[src/hw/rtl/assert_macros.svh]
// Assertion macros for the RTL modules of the nucleotide dictionary; only the top level uses them.
// Each macro expects a clock named clock and a synchronous reset named reset in scope.
`ifndef ASSERT_MACROS_SVH
`define ASSERT_MACROS_SVH

// Checks that expr holds at every clock edge outside reset.
`define ASSERT_ALWAYS(lbl, expr, msg) \
   lbl: assert property (@(posedge clock) disable iff (reset) (expr)) else $error(msg);

// Checks that cons holds in the same cycle as ante.
`define ASSERT_IMPLIES(lbl, ante, cons, msg) \
   lbl: assert property (@(posedge clock) disable iff (reset) (ante) |-> (cons)) \
      else $error(msg);

`endif

[src/hw/rtl/dnadh_ram.sv]
// Generic simple dual-port RAM: one write port, one read port with registered data.
// Stand-alone; used for the dictionary table.
module dnadh_ram #(
   parameter int WIDTH = 8,
   parameter int DEPTH = 16
) (
   input  logic                     clock,
   input  logic                     wr_en,
   input  logic [$clog2(DEPTH)-1:0] wr_addr,
   input  logic [WIDTH-1:0]         wr_data,
   input  logic [$clog2(DEPTH)-1:0] rd_addr,
   output logic [WIDTH-1:0]         rd_data
);

   logic [WIDTH-1:0] mem [DEPTH];
   logic [WIDTH-1:0] rd_data_ff;

   always_ff @(posedge clock) begin
      if (wr_en) begin
         mem[wr_addr] <= wr_data;
      end
      rd_data_ff <= mem[rd_addr];
   end

   assign rd_data = rd_data_ff;

endmodule

[config.mk]
export PLATFORM = sky130hd
export DESIGN_NAME = dnadh_ram
export DESIGN_NICKNAME = d
export VERILOG_FILES = /design/src/hw/rtl/assert_macros.svh /design/src/hw/rtl/dnadh_ram.sv
export SDC_FILE = /design/constraint.sdc
export NUM_CORES = 1
export LEC_CHECK = 0
export BUFFER_PORTS_ARGS = -buffer_cell sky130_fd_sc_hd__clkbuf_2
export CAP_MARGIN = 20
export CORE_AREA = 2 2 175 126
export CTS_BUF_LIST = sky130_fd_sc_hd__clkbuf_4 sky130_fd_sc_hd__clkbuf_8
export DETAILED_ROUTE_END_ITERATION = 12
export DIE_AREA = 0 0 177 128
export PLACE_DENSITY_LB_ADDON = 0.12
export RECOVER_POWER = 25
export SLEW_MARGIN = 20
export SYNTH_ARGS = -nofsm -noshare
export SYNTH_HDL_FRONTEND = slang
export SYNTH_SLANG_ARGS = --single-unit
[constraint.sdc]
create_clock -name clock -period 2.3 [get_ports clock]
set_input_delay 0.115 -clock clock [delete_from_list [all_inputs] [get_ports clock]]
set_output_delay 0.115 -clock clock [all_outputs]
set_load 0.05 [all_outputs]
==> Flow_metrics.wiki <==
{| class="wikitable"
! Metric !! Value
|-
| Result of the run || finished, final reports clean
|-
| Seq/Total Area, Yosys || 77.8%
|-
| Starting density of the core || 24.4%
|-
| Basic-gate share of the synthesized area counting and, or, nand and nor cells || 3.18%
|-
| Synth Area in Adders || 0%
|-
| Sum of routed wire length over all layers || 11.8 mm
|-
| Number of port buffers || 25
|-
| Die Height || 128 um
|-
| Area overhead of the layout relative to synthesis || 19.8%
|-
| Number of warning messages in the yosys log || 0
|-
| Total clock buffers created by CTS || 17
|-
| Antenna viol nets, final || 0
|-
| Total number of clock tree sinks || 136
|-
| Gr usage total || 11.1%
|-
| Share of the synthesized netlist area taken by xor and xnor gates || 0%
|-
| Hold Path Class || in -> reg
|-
| Combinational family with the most area after synthesis || multiplexers
|-
| Clock tree from TritonCTS || built
|-
| Number of placement rows || 45
|-
| Final sum of negative setup slack || 0 ps
|-
| Max Buffers Root-to-Sink || 2
|-
| Synth Net Count || 247
|-
| Grt ovf || 0
|-
| Routability congestion estimate || 0.659
|-
| Setup Crit Path Kind || reg -> reg
|-
| Synthesized-area fraction occupied by ao, oa, aoi and oai cells || 2.33%
|-
| Core Footprint || 0.0211 sq mm
|-
| Worst hold margin || 163 ps
|-
| Achievable Freq || 666 MHz
|-
| Gate Count Post-Synth || 229
|-
| Hold Crit Depth || 1
|-
| Detailed placement HPWL || 7.47 mm
|-
| Data required time at the worst endpoint || 2610 ps
|-
| Capturing point of the worst reg2reg path || rd_data[3]
|-
| Number of nets in the finished design || 301
|-
| Via density per instance || 4.15
|-
| Kind of end point of the critical path || register
|-
| Number of pins with negative max-slew slack in the final report || 0
|-
| Area of the mapped netlist || 0.00515 sq mm
|-
| Logic depth of the worst register-to-register path || 3
|-
| Highest-delay cell along the critical path || sky130_fd_sc_hd__mux4_1
|-
| Hold buffers post-CTS || 0
|-
| Highest ir drop seen on vdd || 0.000356 V
|-
| Area enclosed by the die boundary || 0.0227 sq mm
|-
| Antenna Cells || 0
|-
| Maxcap violations || 0
|-
| Worst-case setup margin in the final layout || 798 ps
|-
| Capturing instance or port of the critical path || rd_data[3]
|-
| Number of hold violations in the final report || 0
|-
| Post-placement setup slack || 364 ps
|-
| Slew @ Worst Pin || 796 ps
|-
| Static leakage || 2.02 nW
|-
| Flop2flop setup slack || 800 ps
|-
| Number of antenna violations at the first check in global routing || 0
|-
| Leading cell type in the layout, fill and taps excluded || sky130_fd_sc_hd__edfxtp_1
|-
| Distinct cell type count of the synthesized netlist || 19
|-
| Mean cell area of the mapped netlist || 22.5 sq um
|-
| Top library cells by usage in the layout, fill and taps aside || sky130_fd_sc_hd__edfxtp_1, sky130_fd_sc_hd__clkbuf_2, sky130_fd_sc_hd__mux4_2, sky130_fd_sc_hd__buf_4, sky130_fd_sc_hd__clkbuf_8
|-
| Mux share of post-synthesis cell area || 15.0%
|-
| Remaining max-slew budget at the tightest pin || 46.7%
|-
| Total iterations of the first detailed-routing run || 4
|-
| Number of DRC markers in iteration 0 || 220
|-
| CP Data Arrival Time || 1810 ps
|-
| First-pass GRT wire length || 17.3 mm
|-
| DR vias || 2,398
|-
| Start point of the critical path || mem[6][3]
|-
| Number of resized instances in the post-cts repair step || 0
|-
| Clock-pin slew on the worst setup and hold paths || 80 ps
|-
| CP max stage delay || 570 ps
|-
| Final setup fails || 0
|-
| Final min period || 1500 ps
|-
| Power density over the cells || 870 mW/mm^2
|-
| Top fanout value on the critical path || 1
|-
| Number of register bits inferred by synthesis || 136
|-
| Maximum level of the CTS H-tree || 4
|-
| Root buffer selected by CTS || sky130_fd_sc_hd__clkbuf_8
|-
| Nature of the critical path startpoint || register
|-
| Number of buffers inserted by post-CTS setup repair || 0
|-
| Fraction of layout cells with a size suffix above 1 || 30.4%
|-
| Maximum number of pins on one net before global-route repair || 21
|-
| Worst-Skew Late Latency || 430 ps
|-
| Post-Route Skew || 16.8 ps
|-
| Die width || 177 um
|-
| Period utilization || 65.3%
|-
| Setup repair after global routing missed its margin || false
|-
| Wire per inst || 20.3 um
|-
| Start of the worst register-to-register path || mem[6][3]
|-
| Critical path cell sequence || mux4_1 > a22oi_1 > nand2_1
|-
| Number of primary I/O pins || 26
|-
| Vias in the first global route || 2,481
|-
| Remaining design rule violation count || 0
|}
-- layout make-up --
cell class,instances,area (sq um)
Clock inverter,12,201
Sequential cell,136,4000
Multi-Input combinational cell,83,1060
Clock buffer,20,256
Tap cell,282,353
Timing Repair Buffer,45,293
Fill cell,2085,14900
-- cells by family (layout without fill, tap and decap cells) --
kind of cell | Yosys count | count (layout)
flops | 136 | 136
simple gates | 35 | 35
mux | 32 | 32
compound gates | 16 | 16
buf+inv | 10 | 77
-- synth_stat cells --
library cell | count | area share [%]
sky130_fd_sc_hd__edfxtp_1 | 128 | 75
sky130_fd_sc_hd__mux4_2 | 18 | 7.9
sky130_fd_sc_hd__a22oi_1 | 16 | 2.3
sky130_fd_sc_hd__mux4_1 | 14 | 7.1
sky130_fd_sc_hd__nor2_1 | 13 | 0.95
sky130_fd_sc_hd__nand2_1 | 9 | 0.66
sky130_fd_sc_hd__dfxtp_1 | 8 | 3.1
sky130_fd_sc_hd__nor3_1 | 4 | 0.39
sky130_fd_sc_hd__buf_2 | 3 | 0.29
sky130_fd_sc_hd__buf_6 | 3 | 0.66
sky130_fd_sc_hd__clkdlybuf4s25_2 | 3 | 0.58
sky130_fd_sc_hd__nand2b_1 | 2 | 0.24
sky130_fd_sc_hd__nand3b_1 | 2 | 0.29
sky130_fd_sc_hd__and2_1 | 1 | 0.12
sky130_fd_sc_hd__and2b_1 | 1 | 0.15
sky130_fd_sc_hd__buf_4 | 1 | 0.15
sky130_fd_sc_hd__nand3_1 | 1 | 0.097
sky130_fd_sc_hd__nor2b_1 | 1 | 0.12
sky130_fd_sc_hd__or3b_2 | 1 | 0.17
-- power breakdown --
part / switching [mW] / internal, mW
clock: 0.928 / 1.33
sequential: 0.0189 / 2.77
combinational: 0.211 / 0.110
-- metal layers --
layer	GRT usage, %	vias up	share of wire [%]
li1	-	1076	-
met1	16.9	1269	53
met2	15.4	43	43
met3	2.79	10	3.2
met4	3.35	0	0.71
met5	0	-	0
-- state kept, by name, indices dropped and copies added, names as in the netlist --
signal and count:
rd_data 8, mem 128
-- worst max-delay path: cells and delay by family, from the launching register on --
| family | cells | cell delay (ps) |
|---|---|---|
| flops | 1 | 370 |
| simple gates | 1 | 90 |
| compound gates | 1 | 340 |
| mux | 1 | 570 |
-- worst min-delay path by stage --
stage | startpoint | endpoint | slack [ps]
3_3_place_gp | wr_data[0] | mem[4][0] | 570
4_1_cts | wr_data[6] | mem[13][6] | 120
2_1_floorplan | wr_data[0] | mem[0][0] | 210
3_5_place_dp | wr_data[6] | mem[4][6] | 580
5_1_grt | wr_data[1] | mem[13][1] | 190
6_report | wr_data[1] | mem[10][1] | 160
-- stage by stage --
stage	power, mW	util, %	instance area, sq um	instances
after floorplan	3.03	-	5150	229
after global placement	3.17	27.1	5710	546
after detailed placement	3.17	27.1	5710	546
after CTS	5.43	29.2	6170	578
after global routing	5.56	29.2	6160	578
final	5.37	29.2	6160	578
Note: power is estimated with default switching activity, not from simulation.
