===== src/hw/rtl/assert_macros.svh =====
// Assertion macros for the RTL modules of the nucleotide dictionary; only the top level uses them.
// Each macro expects a clock named clock and a synchronous reset named reset in scope.
`ifndef ASSERT_MACROS_SVH
`define ASSERT_MACROS_SVH

// Checks that expr holds at every clock edge outside reset.
`define ASSERT_ALWAYS(lbl, expr, msg) \
   lbl: assert property (@(posedge clock) disable iff (reset) (expr)) else $error(msg);

// Checks that cons holds in the same cycle as ante.
`define ASSERT_IMPLIES(lbl, ante, cons, msg) \
   lbl: assert property (@(posedge clock) disable iff (reset) (ante) |-> (cons)) \
      else $error(msg);

`endif


===== src/hw/rtl/dnadh_pkg.sv =====
// Package for the nucleotide dictionary: table geometry, entry layout, result codes
// and the structs between the top level and the hash unit. No dependencies.
package dnadh_pkg;

   localparam int TABLE_SIZE = 8191;
   localparam int MAX_LENGTH = 12;
   localparam int FIELD_SYMBOLS = 12;
   localparam int LEN_CAP = (MAX_LENGTH < FIELD_SYMBOLS) ? MAX_LENGTH : FIELD_SYMBOLS;

   localparam int ADDR_W = $clog2(TABLE_SIZE);
   localparam int CNT_W = $clog2(TABLE_SIZE + 1);
   localparam int SYM_W = 2 * FIELD_SYMBOLS;
   localparam int LEN_W = 4;
   localparam int IDX_W = $clog2(FIELD_SYMBOLS);
   localparam int ENTRY_W = 1 + LEN_W + SYM_W;
   localparam int PROBE_W = 13;

   typedef logic [FIELD_SYMBOLS-1:0][1:0] sym_array_type;

   typedef struct packed {
      logic               valid;
      logic [LEN_W-1:0]   len;
      sym_array_type      syms;
   } entry_type;

   typedef enum logic [1:0] {
      RES_PRESENT  = 2'd0,
      RES_ABSENT   = 2'd1,
      RES_INSERTED = 2'd2,
      RES_FULL     = 2'd3
   } result_code_type;

   localparam logic ACT_FIND   = 1'b0;
   localparam logic ACT_INSERT = 1'b1;

   typedef struct packed {
      logic               start;
      sym_array_type      syms;
      logic [LEN_W-1:0]   len;
   } hash_req_type;

   typedef struct packed {
      logic               done;
      logic [ADDR_W-1:0]  home;
      logic [ADDR_W-1:0]  step;
   } hash_res_type;

endpackage


===== src/hw/rtl/dnadh_hash.sv =====
// Hash unit: folds the base-5 key one symbol per cycle, most significant first, and keeps
// its residues modulo TABLE_SIZE and TABLE_SIZE-1. Depends on dnadh_pkg.
module dnadh_hash
   import dnadh_pkg::*;
(
   input  logic         clock,
   input  logic         reset,
   input  hash_req_type req,
   output hash_res_type res
);

   localparam int TW = ADDR_W + 3;
   localparam logic [TW-1:0] M1 = TW'(TABLE_SIZE);
   localparam logic [TW-1:0] M2 = TW'(2 * TABLE_SIZE);
   localparam logic [TW-1:0] M3 = TW'(3 * TABLE_SIZE);
   localparam logic [TW-1:0] M4 = TW'(4 * TABLE_SIZE);
   localparam logic [TW-1:0] N1 = TW'(TABLE_SIZE - 1);
   localparam logic [TW-1:0] N2 = TW'(2 * (TABLE_SIZE - 1));
   localparam logic [TW-1:0] N3 = TW'(3 * (TABLE_SIZE - 1));
   localparam logic [TW-1:0] N4 = TW'(4 * (TABLE_SIZE - 1));

   logic                busy_ff, busy_in;
   logic                done_ff, done_in;
   logic [IDX_W-1:0]    idx_ff, idx_in;
   sym_array_type       syms_ff, syms_in;
   logic [ADDR_W-1:0]   r1_ff, r1_in;
   logic [ADDR_W-1:0]   r2_ff, r2_in;

   logic [2:0]          digit;
   logic [TW-1:0]       t1, t2, u1, u2;

   // Symbol codes 0..3 count as digits 1..4.
   assign digit = {1'b0, syms_ff[idx_ff]} + 3'd1;
   assign t1 = {1'b0, r1_ff, 2'b00} + {3'b000, r1_ff} + {{(TW-3){1'b0}}, digit};
   assign t2 = {1'b0, r2_ff, 2'b00} + {3'b000, r2_ff} + {{(TW-3){1'b0}}, digit};

   // 5r + d stays below five times the modulus, so four compares finish the reduction.
   always_comb begin
      priority if (t1 >= M4) u1 = t1 - M4;
      else if (t1 >= M3) u1 = t1 - M3;
      else if (t1 >= M2) u1 = t1 - M2;
      else if (t1 >= M1) u1 = t1 - M1;
      else u1 = t1;
      priority if (t2 >= N4) u2 = t2 - N4;
      else if (t2 >= N3) u2 = t2 - N3;
      else if (t2 >= N2) u2 = t2 - N2;
      else if (t2 >= N1) u2 = t2 - N1;
      else u2 = t2;
   end

   always_comb begin
      busy_in = busy_ff;
      done_in = 1'b0;
      idx_in  = idx_ff;
      syms_in = syms_ff;
      r1_in   = r1_ff;
      r2_in   = r2_ff;
      if (req.start) begin
         busy_in = 1'b1;
         syms_in = req.syms;
         idx_in  = IDX_W'(req.len - LEN_W'(1));
         r1_in   = '0;
         r2_in   = '0;
      end else if (busy_ff) begin
         r1_in = ADDR_W'(u1);
         r2_in = ADDR_W'(u2);
         idx_in = idx_ff - IDX_W'(1);
         if (idx_ff == '0) begin
            busy_in = 1'b0;
            done_in = 1'b1;
         end
      end
   end

   always_ff @(posedge clock) begin
      if (reset) begin
         busy_ff <= 1'b0;
         done_ff <= 1'b0;
      end else begin
         busy_ff <= busy_in;
         done_ff <= done_in;
      end
      idx_ff  <= idx_in;
      syms_ff <= syms_in;
      r1_ff   <= r1_in;
      r2_ff   <= r2_in;
   end

   assign res.done = done_ff;
   assign res.home = r1_ff;
   assign res.step = r2_ff + ADDR_W'(1);

endmodule


===== config.mk =====
export PLATFORM = sky130hd
export DESIGN_NAME = dnadh_hash
export DESIGN_NICKNAME = d
export VERILOG_FILES = /design/src/hw/rtl/assert_macros.svh /design/src/hw/rtl/dnadh_pkg.sv /design/src/hw/rtl/dnadh_hash.sv
export SDC_FILE = /design/constraint.sdc
export NUM_CORES = 1
export LEC_CHECK = 0
export BUFFER_PORTS_ARGS = -buffer_cell sky130_fd_sc_hd__buf_4
export CAP_MARGIN = 40
export CORE_ASPECT_RATIO = 1.2
export CORE_MARGIN = 2
export CORE_UTILIZATION = 50
export CTS_CLUSTER_DIAMETER = 30
export CTS_CLUSTER_SIZE = 28
export DETAILED_ROUTE_END_ITERATION = 7
export MAX_ROUTING_LAYER = met4
export PLACE_DENSITY_LB_ADDON = 0.3
export SLEW_MARGIN = 0
export SYNTH_ARGS = -nofsm -noshare
export SYNTH_HDL_FRONTEND = slang
export SYNTH_SLANG_ARGS = --single-unit

===== constraint.sdc =====
create_clock -name clock -period 5.5 [get_ports clock]
set_input_delay 1.1 -clock clock [delete_from_list [all_inputs] [get_ports clock]]
set_output_delay 1.1 -clock clock [all_outputs]
set_load 0.005 [all_outputs]

==> results by group, run 1 <==
Synthesis
  – Share of the synthesized area in the top cell type: 13.7%
  – Synth Area in Adders: between 10 and 15%
  – Post-Syn Area per Cell: slightly below 9 µm²
  – Seq/Total Area, Yosys: around 22%
  – Distinct cell type count after synthesis: just over 90
  – Number of synthesized flops with an enable pin: 28
  – Simple-gate area share of the yosys netlist: 21.5%
  – Main synth FF type: edfxtp_1
  – Gate count after technology mapping: approximately 730
  – Post-Syn Area: about 6300 µm²
  – Net Count, Synth: 829
  – Yosys top cell by area: ha_1
  – Ys async rst share: 0%
  – Multiplexer area fraction after synthesis: under 10%
  – Synth Area in XOR/XNOR: around 4.3%
  – Yosys reg bits: 56
  – Synth Area in Compound Gates: 29.7%
  – Largest family of logic cells by synthesized area: compound AO/OA/AOI/OAI gates
  – Warnings from Yosys: 0
  – Top cells by area, synth: ha_1 14%, edfxtp_1 13%, dfxtp_1 8.9%

Worst setup path
  – Slowest-stage cell, CP: mux4_2
  – CP endpoint kind: register
  – Max stage delay on crit path: about 0.51 ns
  – CP required: 5.69 ns
  – Reg2Reg Depth: 19
  – CP most frequent cell: ha_1
  – R2R Setup Slk: 0.16 ns
  – RR Startpoint: idx_ff[0]
  – End of the worst register-to-register path: r2_ff[5]
  – Max Fanout on Critical Path: 6
  – Startpoint Class: register
  – Crit path buffers/inverters: 3
  – Crit path kind: register to register
  – WP data arrival: approximately 5.5 ns
  – Delay-heaviest family, CP: compound AO/OA/AOI/OAI gates
  – Crit path cell chain: buf_4 -> buf_4 -> mux4_2 -> inv_1 -> o22ai_1 -> ha_1 -> ha_1 -> ha_1 -> fa_2 -> and3_1 -> or3_1 -> and4_4 -> nor4b_4 -> a32o_1 -> a311oi_4 -> nor4_4 -> o31a_1 -> o2111a_1 -> a2111oi_1

GRT
  – Antenna violations before repair: 0
  – Vias in the first global route: about 6,200
  – Largest net degree at the start of global routing: 46
  – GRT Resource Usage Total: 28.7%
  – Wire length of the first global-routing pass: 30,400 µm
  – Total gr overflow: 0

STA
  – Setup Skew: between 0.009 and 0.01 ns
  – Final setup violation count: 0
  – Final worst slack: around 0.16 ns
  – Slew @ Worst Pin: roughly 0.65 ns
  – Max_slew headroom: about 57%
  – Hold Worst Slack: ~0.56 ns
  – Final Hold Fails: 0
  – RSZ-0062 raised after global routing: true
  – Min Tclk post-route: around 5.3 ns
  – Period utilisation layout: 97.1%
  – Max Clock Freq: 0.187 GHz
  – Fin. max-slew vios: 0

Cells and area
  – # nets final: ~910
  – Diode count: 0
  – Layout area overhead: 18.3%
  – Layout cells sized above 1: between 20% and 30%

Clock tree
  – Clock insertion delay at the later pin of the skew report: 0.31 ns
  – CTS Sinks: 56
  – Hold_buf cts: 0
  – CTS Buf Count: 5
  – CTS tree: yes
  – Largest buffer count on any clock path: 2
  – H-tree depth: 2
  – CTS root buffer: clkbuf_16
  – Clk slew on worst S/H paths: 0.09 ns

Floorplan
  – Starting Density: between 50% and 60%
  – I/O pin total: 58
  – Die Span Y: between 100 and 150 µm
  – Die X-Extent: 107 µm
  – Core Area: roughly 12,000 µm²
  – Full die area: 13,500 µm²
  – Site row count: 44

Hold path
  – Hold Crit Depth: 2
  – Hold_sp: r2_ff[4]
  – Hold endpoint: r2_ff[4]
  – Hold Crit Class: register to register

Run status
  – Run status: finished, final reports clean

Drt
  – Routed Antenna Nets: 0
  – DR pass1 iterations: 5
  – Vias: 6,471
  – DRC: 0
  – Final WL: between 15,000 and 20,000 µm
  – Vias/cell: between 6 and 7
  – DRT iter0 DRCs: approximately 530
  – Wire length per cell: between 20 and 25 µm

Run
  – Max-cap violations: 0

Power
  – Psw: around 1.4 mW
  – Sw Ratio: between 40 and 50%
  – Pwr Total: 2.84 mW
  – Max VDD drop: 0.259 mV
  – Internal power: ~1.4 mW
  – Clock network power share: between 10% and 20%
  – Seq pwr share: 21.2%
  – Pwr Density: between 300 and 400 nW/µm²
  – P_leak: approximately 3.3 nW
  – Comb pwr share: 66.1%

Placed design
  – GPL Wtd Cong: 0.990
  – Pre-CTS setup slack: -0.155 ns
  – Post-DP HPWL: 15,000 µm
  – # port buffers: 57
## synthesized netlist by cell type (6+ instances only)
| library cell | instances |
|---|---|
| o211ai_1 | 15 |
| xnor2_1 | 20 |
| nand4_1 | 12 |
| and3_1 | 16 |
| nand2b_1 | 9 |
| or3_1 | 9 |
| edfxtp_1 | 28 |
| inv_1 | 32 |
| nor3_1 | 18 |
| a21o_1 | 24 |
| nand3_1 | 35 |
| nor2_1 | 48 |
| o211a_1 | 6 |
| o21ai_0 | 33 |
| a311oi_1 | 7 |
| a31oi_1 | 6 |
| nand2_1 | 41 |
| clkbuf_1 | 18 |
| nor4_1 | 7 |
| ha_1 | 69 |
| xor2_1 | 7 |
| mux2i_1 | 11 |
| a21oi_1 | 39 |
| o21a_1 | 10 |
| and4_1 | 6 |
| and2_1 | 11 |
| a211o_1 | 6 |
| o22ai_1 | 6 |
| dfxtp_1 | 28 |
| a221oi_1 | 6 |
| a211oi_1 | 8 |
| o2111ai_1 | 7 |
| a32oi_1 | 6 |
## registers in the layout, summed over array words and instances, names as in the netlist
register and flops:
syms_ff 24, r1_ff 13, r2_ff 13, busy_ff 1
done_ff 1, idx_ff 4
## cells in the final DEF, fill, tap and decap left out, types with 5 or more instances in the layout
| master | count |
|---|---|
| or3_1 | 9 |
| o211a_1 | 6 |
| a211o_1 | 6 |
| inv_1 | 31 |
| and3_1 | 16 |
| a21o_1 | 22 |
| and2_1 | 11 |
| nor3_1 | 18 |
| xor2_1 | 6 |
| o211ai_2 | 5 |
| xnor2_1 | 19 |
| a311oi_1 | 5 |
| a221oi_1 | 6 |
| o21a_1 | 10 |
| mux2i_1 | 11 |
| edfxtp_1 | 28 |
| clkbuf_16 | 5 |
| nor2b_1 | 5 |
| nand2b_1 | 8 |
| o21ai_0 | 32 |
| ha_1 | 69 |
| a211oi_1 | 6 |
| o2111ai_1 | 6 |
| nand2_1 | 41 |
| a31oi_1 | 6 |
| dfxtp_1 | 28 |
| a32oi_1 | 6 |
| buf_4 | 95 |
| o211ai_1 | 15 |
| nand3_1 | 35 |
| nor4_1 | 5 |
| nand4_1 | 12 |
| nor2_1 | 46 |
| mux4_2 | 5 |
| a21oi_1 | 39 |
| o22ai_1 | 6 |
## metal layers
| metal | vias to the layer above | track usage, % | share of wire [%] |
|---|---|---|---|
| met2 | 313 | 52.2 | 52 |
| met4 | 0 | 15.2 | 5.4 |
| met3 | 76 | 2.70 | 5.5 |
| li1 | 3012 | - | - |
| met1 | 3070 | 30.8 | 37 |
| met5 | - | - | 0 |
## area by class of cell
cell class	instances	area, µm²
multi-input cells	610	4830
fillers	1082	4760
flip-flops and latches	56	1400
repair buffers	98	744
well taps	161	201
clock buffers	5	125
inverters	33	124
clock inverters	3	28.8
## metrics by stage
stage / util [%] / instance area, µm² / cells / setup TNS (ns)
after global placement: 57.2 / 7000 / 942 / -0.184
after CTS: 58.9 / 7200 / 952 / -0.00359
after detailed placement: 57.5 / 7020 / 944 / -0.256
after global routing: 61.0 / 7460 / 966 / -0.139
after floorplan: - / 6310 / 727 / 0
final: 61.0 / 7460 / 966 / 0
## worst max path at each step
stage / from / to / slack (ns) / depth (start not counted)
3_3_place_gp: idx_ff[0] / r2_ff[5] / -0.11 / 18
5_1_grt: idx_ff[0] / r2_ff[5] / -0.07 / 19
6_report: idx_ff[0] / r2_ff[5] / 0.16 / 19
3_5_place_dp: idx_ff[0] / r2_ff[5] / -0.16 / 18
2_1_floorplan: idx_ff[0] / r1_ff[7] / 0.20 / 21
4_1_cts: idx_ff[0] / r2_ff[5] / -0.004 / 18
## repair_timing
item	in CTS	in global routing
endpoints found under the setup margin	6	25
setup buffers	0	14
gates resized for setup	4	32
pin swaps	0	12
## cell families after synthesis
family	Yosys count
buf+inv	61
flops	56
mux	18
fa+ha+maj	71
compound gates	244
simple gates	248
xor+xnor	29
## worst register-to-register path: stages (launching register included)
cell,delay [ns]
edfxtp_1,0.34
buf_4,0.16
buf_4,0.16
mux4_2,0.52
inv_1,0.08
o22ai_1,0.12
ha_1,0.35
ha_1,0.29
ha_1,0.24
fa_2,0.39
and3_1,0.19
or3_1,0.38
and4_4,0.24
nor4b_4,0.14
a32o_1,0.26
a311oi_4,0.43
nor4_4,0.07
o31a_1,0.29
o2111a_1,0.24
a2111oi_1,0.34
## power groups by stage
| stage | clock network [mW] | registers, mW | logic (mW) |
|---|---|---|---|
| after floorplan | 0 | 0.569 | 1.24 |
| after global placement | 0 | 0.610 | 1.68 |
| after detailed placement | 0 | 0.615 | 1.72 |
| after CTS | 0.362 | 0.606 | 1.74 |
| after global routing | 0.378 | 0.609 | 2.05 |
| final | 0.359 | 0.603 | 1.88 |
Note: power is estimated with default switching activity, not from simulation.
==> inputs of run 2 (changes only) <==
clock period = 4.5 ns   (was 5.5 ns; I/O delays follow)
==> results by group, run 2 (synthesis gave the netlist of run 1 again) <==
Run status
  – Run status: complete, but fails checks
  – Failing checks: negative setup slack

STA
  – Fin. max-slew vios: 0
  – Final Hold Fails: 0
  – Setup Skew: 0.0113 ns
  – Period utilisation layout: 114%
  – Max Clock Freq: 0.195 GHz
  – Min Tclk post-route: between 5 and 6 ns
  – Final worst slack: -0.615 ns
  – RSZ-0062 raised after global routing: true
  – Max_slew headroom: around half
  – Slew @ Worst Pin: 0.772 ns
  – Final setup violation count: 25

Floorplan
  – Starting Density: ~52%
  – Full die area: 13,500 µm²
  – Site row count: 44
  – I/O pin total: 58
  – Die X-Extent: about 110 µm
  – Core Area: roughly 12,000 µm²
  – Die Span Y: 127 µm

Cells and area
  – Diode count: 0
  – Layout cells sized above 1: 41.2%
  – Layout area overhead: 47.0%
  – Biggest regs: syms_ff (24), r1_ff (13), r2_ff (13)
  – Most common library cell in the layout ignoring fill and taps: buf_4
  – Filler-free cell count of the finished design: roughly 1,100
  – Fillers: 831
  – Largest register by flop count: syms_ff
  – Footprint of the multi-input gates: approximately 5300 µm²
  – Design Area, Final: around 9000 µm²
  – Register area: 1400 µm²
  – Number of flip-flops in the largest register: 24
  – Leading cell types in the layout, fill and taps excluded: 228 x buf_4, 63 x ha_1, 45 x nor2_1, 39 x nand2_1, 33 x a21oi_1
  – # nets final: between 1,000 and 1,500

GRT
  – Total gr overflow: 0
  – Vias in the first global route: 7,346
  – Wire length of the first global-routing pass: roughly 36,000 µm
  – Antenna violations before repair: 0
  – Largest net degree at the start of global routing: 46
  – GRT Resource Usage Total: between 30% and 40%

Worst setup path
  – RR Startpoint: idx_ff[0]
  – WP data arrival: about 5.3 ns
  – R2R Setup Slk: -0.62 ns
  – CP required: 4.66 ns
  – CP endpoint kind: register
  – Crit path kind: register to register
  – CP Launch Point: idx_ff[0]
  – Max Fanout on Critical Path: 6
  – Reg2Reg Depth: 21
  – Startpoint Class: register
  – Setup crit end: r1_ff[8]
  – End of the worst register-to-register path: r1_ff[8]

Placed design
  – Placed inst area: between 8000 and 9000 µm²
  – # port buffers: 57
  – Post-DP HPWL: 16,800 µm
  – Inst Count DP: between 1,000 and 1,500
  – GPL Wtd Cong: around 0.96

Power
  – Pwr Density: 473 nW/µm²
  – Pwr Total: between 4 and 5 mW
  – Max VDD drop: 0.397 mV
  – P_leak: just over 4 nW

Clock tree
  – CTS root buffer: clkbuf_16
  – Clock insertion delay at the later pin of the skew report: just over 0.3 ns
  – CTS tree: yes
  – CTS Sinks: 56
  – CTS Buf Count: 5
  – Hold_buf cts: 0
  – Clk slew on worst S/H paths: 0.09 ns
  – H-tree depth: 2
  – Largest buffer count on any clock path: 2

Drt
  – Routed Antenna Nets: 0
  – Vias/cell: about 6.5
  – DRT iter0 DRCs: 593
  – Final WL: 23,700 µm
  – DR pass1 iterations: 5
  – DRC: 0
  – Vias: about 7,300
  – Wire length per cell: approximately 21 µm

Hold path
  – Hold Crit Class: register to register

Run
  – Max-cap violations: 0
run 2: how the worst min path moves through the flow:
stage                          from         to  slack [ns]  cells after the start
final                     r2_ff[10]  r2_ff[10]        0.57                      2
after global routing      r2_ff[10]  r2_ff[10]        0.61                      2
after CTS                 r2_ff[10]  r2_ff[10]        0.57                      2
after detailed placement  r2_ff[10]  r2_ff[10]        0.56                      2
after global placement    r2_ff[10]  r2_ff[10]        0.54                      2
after floorplan           r2_ff[10]  r2_ff[10]        0.50                      2
run 2: metal layers:
metal	part of all wire, %	wire [µm]	track usage, %	vias to the layer above
met3	5.6	1320	2.91	137
li1	-	-	-	3339
met2	52	12300	63.1	368
met1	36	8580	35.7	3469
met4	6.4	1530	19.3	0
met5	0	0	-	-
run 2: cell type report:
class                      instances  area share (%)
multi-input combinational        610            57.6
inverter                          33            1.34
clock inverter                     3           0.499
tap                              161            2.17
clock buffer                       5            1.35
sequential                        56            15.1
timing repair buffer             254            21.9
run 2: per-stage QoR:
| step | hold WS [ns] | setup TNS [ns] | setup slack [ns] | util [%] |
|---|---|---|---|---|
| 4_1_cts | 0.572 | -9.43 | -0.495 | 72.8 |
| 6_report | 0.567 | -12.22 | -0.615 | 75.8 |
| 3_5_place_dp | 0.557 | -11.18 | -0.577 | 66.8 |
| 5_1_grt | 0.610 | -16.54 | -0.743 | 75.8 |
| 2_1_floorplan | 0.504 | -3.08 | -0.278 | - |
| 3_3_place_gp | 0.542 | -8.31 | -0.472 | 66.8 |
run 2: critical path: stages, from the launching register on:
cell and delay (ns):
edfxtp_1 0.39, buf_6 0.14, mux4_2 0.51, mux2i_1 0.14
o22a_1 0.18, inv_2 0.06, ha_4 0.26, ha_4 0.28
ha_4 0.13, inv_2 0.04, fa_2 0.40, nand2b_4 0.19
a21bo_1 0.23, and3_4 0.16, o311ai_4 0.31, and4_4 0.29
buf_12 0.13, o211ai_4 0.09, o31a_1 0.44, buf_12 0.19
a31oi_1 0.23, o211ai_1 0.17
run 2: what timing repair did:
action,in CTS,in global routing
endpoints found under the hold margin,0,0
resized for setup,82,39
endpoints found under the setup margin,25,25
buffers inserted,27,23
pin swaps,51,47
run 2: power by group:
group / internal, mW / total (mW) / switching, mW
sequential: 0.619 / 0.729 / 0.110
combinational: 1.47 / 3.17 / 1.71
clock: 0.267 / 0.479 / 0.212
